==> config.mk <==
export PLATFORM = sky130hd
export DESIGN_NAME = gpsp_div
export DESIGN_NICKNAME = d
export VERILOG_FILES = /design/src/hdl/gpsp_pkg.sv /design/src/hdl/gpsp_div.sv
export SDC_FILE = /design/constraint.sdc
export NUM_CORES = 2
export LEC_CHECK = 0
export ABC_AREA = 1
export ABC_CLOCK_PERIOD_IN_PS = 20700
export BUFFER_PORTS_ARGS = -buffer_cell sky130_fd_sc_hd__buf_2
export CORE_ASPECT_RATIO = 0.5
export CORE_UTILIZATION = 57
export CTS_CLUSTER_DIAMETER = 150
export DETAILED_ROUTE_END_ITERATION = 16
export PLACE_DENSITY = 0.81
export SLEW_MARGIN = 20
export SYNTH_ARGS = -nofsm -noshare
export SYNTH_HDL_FRONTEND = slang
export SYNTH_SLANG_ARGS = --single-unit
==> constraint.sdc <==
create_clock -name i_clk -period 20.7 [get_ports i_clk]
set_clock_uncertainty 0.05 [all_clocks]
set_input_delay 3.105 -clock i_clk [delete_from_list [all_inputs] [get_ports i_clk]]
set_output_delay 3.105 -clock i_clk [all_outputs]
set_load 0.05 [all_outputs]
==> src/hdl/gpsp_pkg.sv <==
`timescale 1ns / 1ps
`default_nettype none

package gpsp_pkg;

    // configuration register indexes
    typedef logic [2:0] t_cfg_idx;
    localparam t_cfg_idx CFG_ORIGIN_LAT    = 3'd0;
    localparam t_cfg_idx CFG_ORIGIN_LON    = 3'd1;
    localparam t_cfg_idx CFG_HEADING_EAST  = 3'd2;
    localparam t_cfg_idx CFG_HEADING_NORTH = 3'd3;
    localparam t_cfg_idx CFG_TRACK_UP      = 3'd4;
    localparam t_cfg_idx CFG_SCREEN_WIDTH  = 3'd5;
    localparam t_cfg_idx CFG_SCREEN_HEIGHT = 3'd6;
    localparam t_cfg_idx CFG_ZOOM_LEVEL    = 3'd7;

    // long division by a small constant: 7 quotient bits per stage
    localparam int unsigned DIV_W      = 42;
    localparam int unsigned REM_W      = 10;
    localparam int unsigned STEP_BITS  = 7;
    localparam int unsigned DIV_STAGES = DIV_W / STEP_BITS;
    localparam int unsigned TAG_W      = 3;

    // fractional part of the Q32 factor that turns latitude into a Q30 angle (the integer part is 2^32)
    localparam logic [31:0] ANGLE_FRAC = 32'd3753943213;
    localparam logic [13:0] CM_NUM     = 14'd11132;
    localparam logic [9:0]  CM_DEN_ODD = 10'd625;      // 10000 = 16 * 625
    localparam logic [15:0] SCREEN_LIM = 16'd30000;

    typedef struct packed {
        logic [REM_W-1:0] rem;
        logic [DIV_W-1:0] word;
    } t_div_lane;

    function automatic t_div_lane div_step(t_div_lane s, logic [REM_W-1:0] d);
        t_div_lane o;
        logic [REM_W:0] t;
        o = s;
        for (int i = 0; i < STEP_BITS; i++) begin
            t = {o.rem, o.word[DIV_W-1]};
            if (t >= {1'b0, d}) begin
                o.rem  = REM_W'(t - {1'b0, d});
                o.word = {o.word[DIV_W-2:0], 1'b1};
            end else begin
                o.rem  = t[REM_W-1:0];
                o.word = {o.word[DIV_W-2:0], 1'b0};
            end
        end
        return o;
    endfunction

    // Horner coefficients, highest order first (Q30)
    function automatic logic signed [31:0] cos_coef(logic [2:0] k);
        case (k)
            3'd0:    return -32'sd296;
            3'd1:    return 32'sd26631;
            3'd2:    return -32'sd1491308;
            3'd3:    return 32'sd44739243;
            3'd4:    return -32'sd536870912;
            default: return 32'sd1073741824;
        endcase
    endfunction

    function automatic logic [9:0] zoom_metres(logic [2:0] z);
        case (z)
            3'd0:    return 10'd20;
            3'd1:    return 10'd50;
            3'd2:    return 10'd100;
            3'd3:    return 10'd200;
            3'd4:    return 10'd500;
            default: return 10'd1000;
        endcase
    endfunction

    // metres * 2048 = 2^shift * odd part
    function automatic logic [3:0] zoom_shift(logic [2:0] z);
        case (z)
            3'd0:    return 4'd13;
            3'd1:    return 4'd12;
            3'd2:    return 4'd13;
            3'd3:    return 4'd14;
            3'd4:    return 4'd13;
            default: return 4'd14;
        endcase
    endfunction

    function automatic logic [9:0] zoom_odd(logic [2:0] z);
        case (z)
            3'd0:    return 10'd5;
            3'd1:    return 10'd25;
            3'd2:    return 10'd25;
            3'd3:    return 10'd25;
            default: return 10'd125;
        endcase
    endfunction

endpackage

`default_nettype wire

==> src/hdl/gpsp_div.sv <==
`timescale 1ns / 1ps
`default_nettype none

// Two-lane pipelined restoring division by a small divisor, tag travels along.
module gpsp_div import gpsp_pkg::*; (
    input  logic             i_clk,
    input  logic             i_rst_n,
    input  logic             i_en,
    input  logic             i_valid,
    input  logic [TAG_W-1:0] i_tag,
    input  logic [DIV_W-1:0] i_num_a,
    input  logic [DIV_W-1:0] i_num_b,
    input  logic [REM_W-1:0] i_den,
    output logic             o_valid,
    output logic [TAG_W-1:0] o_tag,
    output logic [DIV_W-1:0] o_quo_a,
    output logic [DIV_W-1:0] o_quo_b
);

    t_div_lane              r_a   [DIV_STAGES];
    t_div_lane              r_b   [DIV_STAGES];
    t_div_lane              n_a   [DIV_STAGES];
    t_div_lane              n_b   [DIV_STAGES];
    logic [TAG_W-1:0]       r_tag [DIV_STAGES];
    logic [DIV_STAGES-1:0]  r_v;
    t_div_lane              w_a0;
    t_div_lane              w_b0;

    assign w_a0.rem  = '0;
    assign w_a0.word = i_num_a;
    assign w_b0.rem  = '0;
    assign w_b0.word = i_num_b;

    always_comb begin
        n_a[0] = div_step(w_a0, i_den);
        n_b[0] = div_step(w_b0, i_den);
        for (int k = 1; k < DIV_STAGES; k++) begin
            n_a[k] = div_step(r_a[k-1], i_den);
            n_b[k] = div_step(r_b[k-1], i_den);
        end
    end

    always_ff @(posedge i_clk) begin
        if (!i_rst_n) begin
            r_v <= '0;
        end else if (i_en) begin
            r_v <= {r_v[DIV_STAGES-2:0], i_valid};
        end
        if (i_en) begin
            r_a      <= n_a;
            r_b      <= n_b;
            r_tag[0] <= i_tag;
            for (int k = 1; k < DIV_STAGES; k++) begin
                r_tag[k] <= r_tag[k-1];
            end
        end
    end

    assign o_valid = r_v[DIV_STAGES-1];
    assign o_tag   = r_tag[DIV_STAGES-1];
    assign o_quo_a = r_a[DIV_STAGES-1].word;
    assign o_quo_b = r_b[DIV_STAGES-1].word;

endmodule

`default_nettype wire

Word level (Yosys, flattened, before mapping)
Memories as Yosys holds them, arrays and structs flattened.
Index checks and enable logic that the tools add are counted.

operators by class
  $add $sub $neg = 82
  order comparisons = 84
  mux-type cells = 86

operators by type and width
  operator          count
  $mux W52          82
  $ge A11 B10 Y1    82
  $sub A10 B10 Y10  80
  $ge A1 B10 Y1     2
  $sub A1 B10 Y10   2
  $mux W1           4

storage, ports and cells
  register bits = 610
  RAM bits = 18
  input port bits = 101
  word-level logic and storage cells = 276
  memories = 1

memories
  memory  depth  bits a word  read ports  clocked after memory_dff  write ports  line            RTL
  r_tag   6      3            6           0                         6            gpsp_div.sv:24  logic [TAG_W-1:0] r_tag [DIV_STAGES];

Logic depth before layout (Yosys ltp)
  word-level depth = 14
  depth in mapped cells = 96
  gate-level depth less buffers = 91

Worst setup path before layout
Ideal clock, no wire load.

  kind = input to register
  start = input port i_den[1]
  end = register r_a, in the netlist o_quo_a[0], data pin
  setup time = 0.260 ns
  arrival time = 17.569 ns
  required time = 20.390 ns
  path slack = 2.821 ns
  stages = 80
  cell sequence = inv_1 > ha_1 > nand3_1 > nand2_1 > nand2_1 > nand2_2 > nand2_2 > nand2_4 > inv_2 > buf_2 > nand2_1 > o21ai_0 > ha_1 > a21o_1 > o21bai_1 > nand2_1 > nand4_1 > nand2_1 > [44 not listed] > nor2_1 > o21ai_0 > nand2_1 > a21oi_1 > o21bai_1 > a211oi_1 > nand3_2 > buf_6 > nand2_1 > nand2_1 > ha_1 > nand2_1 > nor2_1 > a211oi_1 > o221ai_1 > a211oi_1 > o21a_1 > nand3_1

RTL lines
  element                 line            RTL
  start: declaration      gpsp_div.sv:13  input logic [REM_W-1:0] i_den,
  end signal: assignment  gpsp_div.sv:50  r_a <= n_a;
  end: declaration        gpsp_div.sv:20  t_div_lane r_a [DIV_STAGES];

==> metrics.yaml <==
synth_flop_cell: "edfxtp_1"
cts-root-buf: "clkbuf_16"
dp_hpwl_um: 123400
layout-drive-gt1-share_pct: 8.400
most-common-layout-cells: "nand2_1, inv_1, ha_1, nand3_1, edfxtp_1"
finalSetupTns_ns: 0
synth_edf_count: 622
period_share_pct: 85.07
via_per_inst: 5.585
clock_latency_ns: 0.69
dr.pass1.iters: 6
rsz0062_at_grt: "false"
critPathTopFamily: "simple AND/OR/NAND/NOR gates"
ys_ff_latch: 628
pin_count: 189
critPathMostFrequentCell: "nand2_1"
met1_usage_pct: 36.08
synth_area_um2: 67170
drtAntennaViolNets: 0
clock-sinks: 628
cts_tree: "done"
maxSlewViolCount: 0
dieWidth_um: 487.5
clk_pin_slew_worst_paths_ns: 0.07
grt-busiest-layer: "met2"
cp.depth: 84
path_buf_inv: 5
synth_warnings: 0
end_kind: "flip-flop"
wl_per_cell_um: 15.72
cp_slowest_stage_delay_ns: 0.57
wl_um: 163800
grt-ovfl-total: 0
whs_path_depth: 0
grt_use_met2_pct: 45.90
synth-simple-area-share_pct: 28.18
core_area_um2: 116100
slew_headroom_pct: 31.55
grt_pass1_wl_um: 266200
fin_area_um2: 70960
stdcell_count: 10420
final_common_cell: "nand2_1"
cts_buffer_depth: 3
drc: 0
place.gp.congestion: 0.9437
area_growth_pct: 5.642
yosys.area_share.adder_pct: 17.73
cp_data_required_time_ns: 21.20
outcome: "finished clean"
grt_pass1_vias: 53658
hold_class: "reg2reg"
place_area_um2: 68930
cap_violations: 0
synth_top_family_by_area: "simple AND/OR/NAND/NOR gates"
nets: 9801
antenna_cells: 0
synthMuxAreaShare_pct: 0
avgSynthCellArea_um2: 7.719
finalSetupViolCount: 0
cts_buffers: 61
ys_types: 67
rr_worst_depth: 83
vias: 58191
synth-xor-area-share_pct: 7.210
synth-compound-area-share_pct: 10.36
grt_util_met3_pct: 2.771
tightest_slew_ns: 1.021
post_cts_buffers: 0
grt_antenna_before_repair: 0
netlist_instances: 8702
cp.arrival_ns: 18.11
ctsResizeCount: 0
path_class: "in2reg"
synth_top_area_share_pct: 27.81
async_flop_share_pct: 0
dp_cells: 10308
max_freq_mhz: 56.79
grt_max_degree: 169
die_area_um2: 119300
fin_crit_ns: 17.61
hold-worst-slack_ns: 0.3483
synthTopCellsByArea: "edfxtp_1, ha_1, nand2_1, inv_1, nand3_1"
cts_hold_buf: 0
ctsHtreeMaxLevel: 2
track_usage_pct: 26.92
drt-initial-drc-count: 4732
crit_path_start_kind: "input pin"
crit_slowest_cell: "buf_4"
floorplan.initialDensity_pct: 57.88
synth-seq-area-share_pct: 27.98
rows: 88
mappedNetlistNets: 9707
io_buffer_count: 188
path_max_fanout: 32
die_h_um: 244.7
yosysTopAreaCell: "edfxtp_1"
hold_violations: 0
==> worst paths after layout <==
check	from	end	slack, ns
max	i_den[1]	r_b[96]	3.09
min	r_a[158]	r_a[113]	0.35
max reg2reg	r_b[151]	r_b[96]	6.23
min reg2reg	r_a[158]	r_a[113]	0.35
==> cells in the mapped netlist, types with 41 or more instances <==
library cell	count
a21oi_1	609
buf_4	120
buf_6	45
edfxtp_1	622
fa_1	80
ha_1	824
inv_1	1055
nand2_1	2352
nand2_2	75
nand3_1	740
nand3_2	66
nand4_1	124
nor2_1	397
nor2_4	41
nor3_1	129
o21ai_0	279
o21ai_1	49
o21bai_1	77
xnor2_1	135
xor2_1	418
==> cell families (layout without fill, tap and decap cells) <==
| logic type | count (synthesis) | after routing |
|---|---|---|
| adders and majority gates | 904 | 904 |
| DFF | 628 | 628 |
| buffers and inverters | 1296 | 1439 |
| and+or+nand+nor | 4105 | 4105 |
| xor gates and xnor gates | 553 | 553 |
| AOI/OAI and AO/OA | 1216 | 1216 |
==> metal layers <==
metal  wire length (um)  share of wire (%)
met4               4683                2.9
met3               9725                5.9
met2              75770                 46
met1              73620                 45
met5                  0                  0
==> stage by stage <==
stage	util [%]	setup slack (ns)
after floorplan	-	2.821
after global placement	59.39	2.584
after detailed placement	59.39	2.608
after CTS	61.15	3.277
after global routing	61.15	1.625
final	61.15	3.092
==> cell type report <==
| type | count | area, um2 |
|---|---|---|
| fillers | 10244 | 45090 |
| multi-input cells | 6778 | 42650 |
| flip-flops and latches | 628 | 18800 |
| inverters | 1095 | 4158 |
| well taps | 1575 | 1971 |
| clock buffers | 70 | 1602 |
| repair buffers | 232 | 1353 |
| clock inverters | 42 | 436.7 |
==> registers in the layout (all words and copies together), names as in the netlist <==
signal / count
r_v: 6
r_tag: 18
o_quo_b: 42
r_b: 260
o_quo_a: 42
r_a: 260
Power is not shown: default switching activity piles up to over one toggle a cycle in this logic, so the estimate is an artifact.
